`src/rhsl_pkg.sv`:
```
`timescale 1ns / 1ps
`default_nettype none

package rhsl_pkg;

    localparam int CHAN_W   = 8;
    localparam int QUOT_W   = 15;
    localparam int DEN_W    = 9;
    localparam int NUM_W    = QUOT_W + DEN_W;

    localparam int H60      = 3840;
    localparam int PCT_FULL = 25600;
    localparam int LIGHT_DEN = 510;

    typedef struct packed {
        logic [DEN_W-1:0]  den;
        logic [DEN_W-1:0]  rem;
        logic [QUOT_W-1:0] low;
    } t_lane;

endpackage

`default_nettype wire

```
`src/rhsl_prep.sv`:
```
`timescale 1ns / 1ps
`default_nettype none

module rhsl_prep (
    input  wire logic                        i_clk,
    input  wire logic [1:0]                  i_en,
    input  wire logic [rhsl_pkg::CHAN_W-1:0] i_red,
    input  wire logic [rhsl_pkg::CHAN_W-1:0] i_green,
    input  wire logic [rhsl_pkg::CHAN_W-1:0] i_blue,
    output rhsl_pkg::t_lane                  o_hue_lane,
    output rhsl_pkg::t_lane                  o_sat_lane,
    output rhsl_pkg::t_lane                  o_light_lane
);
    import rhsl_pkg::*;

    logic [CHAN_W-1:0]     mx;
    logic [CHAN_W-1:0]     mn;
    logic signed [8:0]     n_diff;
    logic [14:0]           n_base;

    logic [CHAN_W-1:0]     r_delta;
    logic [8:0]            r_sum;
    logic signed [8:0]     r_diff;
    logic [14:0]           r_base;

    logic [22:0]           prod_b;
    logic signed [21:0]    prod_d;
    logic signed [24:0]    hnum;
    logic [NUM_W-1:0]      hue_num;
    logic [NUM_W-1:0]      sat_num;
    logic [NUM_W-1:0]      light_num;
    logic [DEN_W-1:0]      sat_den;
    logic                  grey;

    t_lane                 n_hue;
    t_lane                 n_sat;
    t_lane                 n_light;
    t_lane                 r_hue;
    t_lane                 r_sat;
    t_lane                 r_light;

    always_comb begin
        mx = i_red;
        mn = i_red;
        if (i_green > mx) mx = i_green;
        if (i_blue > mx) mx = i_blue;
        if (i_green < mn) mn = i_green;
        if (i_blue < mn) mn = i_blue;
        if (i_red == mx) begin
            n_diff = $signed({1'b0, i_green}) - $signed({1'b0, i_blue});
            n_base = n_diff[8] ? 15'(6 * H60) : 15'd0;
        end else if (i_green == mx) begin
            n_diff = $signed({1'b0, i_blue}) - $signed({1'b0, i_red});
            n_base = 15'(2 * H60);
        end else begin
            n_diff = $signed({1'b0, i_red}) - $signed({1'b0, i_green});
            n_base = 15'(4 * H60);
        end
    end

    always_ff @(posedge i_clk) begin
        if (i_en[0]) begin
            r_delta <= mx - mn;
            r_sum   <= {1'b0, mx} + {1'b0, mn};
            r_diff  <= n_diff;
            r_base  <= n_base;
        end
    end

    always_comb begin
        grey    = (r_delta == '0);
        prod_b  = {8'd0, r_base} * {15'd0, r_delta};
        prod_d  = 22'(r_diff) * 22'sd3840;
        hnum    = $signed({2'b00, prod_b}) + 25'(prod_d);
        hue_num = (hnum < 0) ? '0 : hnum[NUM_W-1:0];
        sat_num = NUM_W'(PCT_FULL) * NUM_W'(r_delta);
        light_num = NUM_W'(PCT_FULL) * NUM_W'(r_sum);
        sat_den = (r_sum >= 9'd255) ? (9'(LIGHT_DEN) - r_sum) : r_sum;

        if (grey) begin
            n_hue = '{den: DEN_W'(1), rem: '0, low: '0};
            n_sat = '{den: DEN_W'(1), rem: '0, low: '0};
        end else begin
            n_hue = '{den: {1'b0, r_delta}, rem: hue_num[NUM_W-1:QUOT_W],
                      low: hue_num[QUOT_W-1:0]};
            n_sat = '{den: sat_den, rem: sat_num[NUM_W-1:QUOT_W],
                      low: sat_num[QUOT_W-1:0]};
        end
        n_light = '{den: DEN_W'(LIGHT_DEN), rem: light_num[NUM_W-1:QUOT_W],
                    low: light_num[QUOT_W-1:0]};
    end

    always_ff @(posedge i_clk) begin
        if (i_en[1]) begin
            r_hue   <= n_hue;
            r_sat   <= n_sat;
            r_light <= n_light;
        end
    end

    assign o_hue_lane   = r_hue;
    assign o_sat_lane   = r_sat;
    assign o_light_lane = r_light;

endmodule

`default_nettype wire

```
`src/rhsl_div_step.sv`:
```
`timescale 1ns / 1ps
`default_nettype none

module rhsl_div_step (
    input  wire logic       i_clk,
    input  wire logic       i_en,
    input  wire rhsl_pkg::t_lane i_lane,
    output rhsl_pkg::t_lane o_lane
);
    import rhsl_pkg::*;

    logic [DEN_W:0] trial;
    logic           ge;
    t_lane          n_lane;
    t_lane          r_lane;

    always_comb begin
        trial      = {i_lane.rem, i_lane.low[QUOT_W-1]};
        ge         = (trial >= {1'b0, i_lane.den});
        n_lane.den = i_lane.den;
        n_lane.rem = ge ? DEN_W'(trial - {1'b0, i_lane.den}) : trial[DEN_W-1:0];
        n_lane.low = {i_lane.low[QUOT_W-2:0], ge};
    end

    always_ff @(posedge i_clk) begin
        if (i_en) begin
            r_lane <= n_lane;
        end
    end

    assign o_lane = r_lane;

endmodule

`default_nettype wire

```
`src/rgb_to_hsl.sv`:
```
`timescale 1ns / 1ps
`default_nettype none

// Channel  Direction  Handshake          Payload
// input    in         i_valid / o_stall  i_red, i_green, i_blue (8 bits each)
// output   out        o_valid / i_stall  o_hue, o_saturation, o_lightness (15 bits each)
//
// One pixel per cycle while o_stall is low; the pipeline has two prep stages, then 15 divider stages,
// one quotient bit per stage in each of the hue, saturation and lightness lanes.
// Reset clears the valid bits of all stages; payload registers are not reset.
// Each stage advances when it is empty or the stage after it advances, so bubbles
// collapse and o_stall rises only when every stage holds a beat and i_stall is high.

module rgb_to_hsl (
    input  wire logic                         i_clk,
    input  wire logic                         i_rst_n,
    input  wire logic                         i_valid,
    output logic                              o_stall,
    input  wire logic [rhsl_pkg::CHAN_W-1:0]  i_red,
    input  wire logic [rhsl_pkg::CHAN_W-1:0]  i_green,
    input  wire logic [rhsl_pkg::CHAN_W-1:0]  i_blue,
    output logic                              o_valid,
    input  wire logic                         i_stall,
    output logic [rhsl_pkg::QUOT_W-1:0]       o_hue,
    output logic [rhsl_pkg::QUOT_W-1:0]       o_saturation,
    output logic [rhsl_pkg::QUOT_W-1:0]       o_lightness
);
    import rhsl_pkg::*;

    localparam int NSTG = QUOT_W + 2;

    logic [NSTG-1:0] r_valid;
    logic [NSTG-1:0] en;

    t_lane hue_lane   [QUOT_W+1];
    t_lane sat_lane   [QUOT_W+1];
    t_lane light_lane [QUOT_W+1];

    always_comb begin
        en[NSTG-1] = !r_valid[NSTG-1] || !i_stall;
        for (int k = NSTG - 2; k >= 0; k--) begin
            en[k] = !r_valid[k] || en[k+1];
        end
    end

    always_ff @(posedge i_clk) begin
        if (!i_rst_n) begin
            r_valid <= '0;
        end else begin
            if (en[0]) r_valid[0] <= i_valid;
            for (int k = 1; k < NSTG; k++) begin
                if (en[k]) r_valid[k] <= r_valid[k-1];
            end
        end
    end

    rhsl_prep u_prep (
        .i_clk        (i_clk),
        .i_en         (en[1:0]),
        .i_red        (i_red),
        .i_green      (i_green),
        .i_blue       (i_blue),
        .o_hue_lane   (hue_lane[0]),
        .o_sat_lane   (sat_lane[0]),
        .o_light_lane (light_lane[0])
    );

    for (genvar s = 0; s < QUOT_W; s++) begin : g_div
        rhsl_div_step u_hue (
            .i_clk  (i_clk),
            .i_en   (en[s+2]),
            .i_lane (hue_lane[s]),
            .o_lane (hue_lane[s+1])
        );
        rhsl_div_step u_sat (
            .i_clk  (i_clk),
            .i_en   (en[s+2]),
            .i_lane (sat_lane[s]),
            .o_lane (sat_lane[s+1])
        );
        rhsl_div_step u_light (
            .i_clk  (i_clk),
            .i_en   (en[s+2]),
            .i_lane (light_lane[s]),
            .o_lane (light_lane[s+1])
        );
    end

    assign o_stall      = !en[0];
    assign o_valid      = r_valid[NSTG-1];
    assign o_hue        = hue_lane[QUOT_W].low;
    assign o_saturation = sat_lane[QUOT_W].low;
    assign o_lightness  = light_lane[QUOT_W].low;

    a_stall_full: assert property (@(posedge i_clk) disable iff (!i_rst_n)
        o_stall |-> (&r_valid) && i_stall)
        else $error("input stalled while a stage is free");

    a_hold_beat: assert property (@(posedge i_clk) disable iff (!i_rst_n)
        o_valid && i_stall |=> o_valid && $stable(o_hue) && $stable(o_lightness))
        else $error("held output beat changed");

    a_hue_range: assert property (@(posedge i_clk) disable iff (!i_rst_n)
        o_valid |-> o_hue < 15'd23040)
        else $error("hue out of range");

    a_pct_range: assert property (@(posedge i_clk) disable iff (!i_rst_n)
        o_valid |-> (o_saturation <= 15'(PCT_FULL)) && (o_lightness <= 15'(PCT_FULL)))
        else $error("saturation or lightness out of range");

endmodule

`default_nettype wire
```
`config.mk`:
```
export PLATFORM = sky130hd
export DESIGN_NAME = rgb_to_hsl
export DESIGN_NICKNAME = d
export VERILOG_FILES = /design/src/rhsl_pkg.sv /design/src/rhsl_prep.sv /design/src/rhsl_div_step.sv /design/src/rgb_to_hsl.sv
export SDC_FILE = /design/constraint.sdc
export NUM_CORES = 2
export LEC_CHECK = 0
export BUFFER_PORTS_ARGS = -buffer_cell sky130_fd_sc_hd__buf_2
export CORE_AREA = 5 5 518 520
export DETAILED_ROUTE_END_ITERATION = 10
export DIE_AREA = 0 0 523 525
export PLACE_DENSITY_LB_ADDON = 0.05
export RECOVER_POWER = 100
export SETUP_SLACK_MARGIN = 0.02
export SLEW_MARGIN = 30
export SYNTH_ARGS = -nofsm -noshare
export SYNTH_HDL_FRONTEND = slang
export SYNTH_HIERARCHICAL = 1
export SYNTH_SLANG_ARGS = --single-unit
```
`constraint.sdc`:
```
create_clock -name i_clk -period 6.5 [get_ports i_clk]
set_input_delay 0.975 -clock i_clk [delete_from_list [all_inputs] [get_ports i_clk]]
set_output_delay 0.975 -clock i_clk [all_outputs]
set_load 0.05 [all_outputs]
```
==> impl_metrics.tcl <==
set metrics [dict create \
    hp-class "reg -> reg" \
    critPathMostFrequentCell "a21oi_1" \
    dieWidth_microns 523 \
    fin_nets 7194 \
    post-route-min-period_ps 6120 \
    clk_latency_ps 800 \
    clkSinkCount 1535 \
    layout_common_cells "edfxtp_1, inv_1, ha_1" \
    drive_above_1_share_pct 8.82 \
    status "complete, but fails checks" \
    slew_viol_final 1404 \
    r2r_cells 23 \
    worst_pin_slew_ps 3340 \
    hold_buffers 0 \
    period_share_pct 94.1 \
    grt.total_usage_pct 13.3 \
    holdWs_ps 371 \
    syn_inst 6378 \
    pre_cts_slack_ps 126 \
    use_met2_pct 23.6 \
    worstPathRequired_ps 7030 \
    cts.clk_slew.worst_paths_ps 60 \
    use_met1_pct 16.5 \
    wl_per_cell_microns 18.2 \
    final_common_cell "edfxtp_1" \
    cts_tree "done" \
    clockBufferDepth 3 \
    hpwl_microns 138000 \
    chipHeight_microns 525 \
    cts_max_level 4 \
    postRouteAntennaNets 0 \
    area_delta_synth_final_pct 9.77 \
    rows 189 \
    cts_root_buf "clkbuf_16" \
    met3_usage_pct 1.95 \
    dr.pass1.iters 5 \
    grt_pass1_vias 51500 \
    setup_viol 0 \
    finClkSkew_ps 53.9 \
    overflow 0 \
    critPathSlowestCell "o21ai_0" \
    maxCapViolations 23 \
    cp-end-kind "register" \
    violations "capacitance limit, slew limit" \
    critPathKind "in -> reg" \
    busiest_layer "met2" \
    ios 75 \
    setup_ws_ps 383 \
    grt_max_degree 100 \
    syn_area_per_cell_sq_um 13.1 \
    totalWireLength_microns 185000 \
    ys_warn_count 6 \
    drt_iter0_drc 2152 \
    antenna_found_initial 2 \
    grt_pass1_wl_microns 292000 \
    worstPathArrival_ps 6640 \
    netlist_area_sq_mm 0.0837 \
    viasPerCell 4.85 \
    whs_path_depth 0 \
    rsz0062_at_grt "no" \
    setup-tns-final_ps 0 \
    crit_fanout 9 \
    slowest_delay_ps 880 \
    dr_total_vias 49300 \
    gp_congestion 0.828 \
    die-area_sq_mm 0.275 \
    hold_viol 0 \
    port_buffers 74 \
    cts_buffers 182 \
    post-route-drc-count 0 \
    startpoint_type "primary input" \
    timing.fmax_ghz 0.163 \
    coreArea_sq_mm 0.264 \
    initial_utilization_pct 31.7 \
    maxSlewHeadroom_pct -122 \
]
what timing repair did:
action | in CTS | in global routing
gates resized for setup | 0 | 1
endpoints found under the setup margin | 0 | 2
setup buffers | 0 | 0
per-stage QoR:
step	instances	area, sq um	utilization [%]
3_3_place_gp	9824	87700	33.3
5_1_grt	10200	91800	34.8
4_1_cts	10200	93700	35.5
6_report	10200	91800	34.8
3_5_place_dp	9825	87700	33.3
2_1_floorplan	6415	83800	-
path summary, 6_finish.rpt:
path         slack [ps]                  startpoint                         end
max                 380                  i_green[1]             u_prep/r_sum[8]
min                 370  g_div[3].u_light/o_lane[2]  g_div[4].u_light/o_lane[3]
max reg2reg         550           u_prep/r_delta[3]       u_prep/o_hue_lane[11]
min reg2reg         370  g_div[3].u_light/o_lane[2]  g_div[4].u_light/o_lane[3]
metal layers:
metal	wire length, microns	share of wire (%)
met5	0	0
met4	5170	2.8
met1	82500	45
met3	5020	2.7
met2	92300	50
sequential cells by signal, summed over array words and instances (netlist names):
signal and cells:
r_valid 17, g_div.u_hue/o_lane 477, u_prep/o_hue_lane 24, u_prep/r_diff 9
g_div.u_light/o_lane 477, u_prep/r_sum 8, u_prep/o_sat_lane 19, u_prep/r_delta 8
g_div.u_sat/o_lane 477, u_prep/o_light_lane 14, u_prep/r_base 5
layout make-up:
class / count / area (sq um)
antenna: 1 / 2.50
clock buffer: 221 / 4730
clock inverter: 116 / 1240
fill: 25800 / 172000
inverter: 746 / 2870
multi-input combinational: 3897 / 32100
sequential: 1535 / 45900
tap: 3533 / 4420
timing repair buffer: 114 / 532
critical path, delay by kind of cell:
family	cells	cell delay, ps
AO/OA/AOI/OAI	11	2870
adder cells (fa/ha/maj)	4	1230
buffers and inverters	3	470
multiplexers	1	330
AND/OR/NAND/NOR	8	740
Power is not shown: default switching activity piles up to over one toggle a cycle in this logic, so the estimate is an artifact.
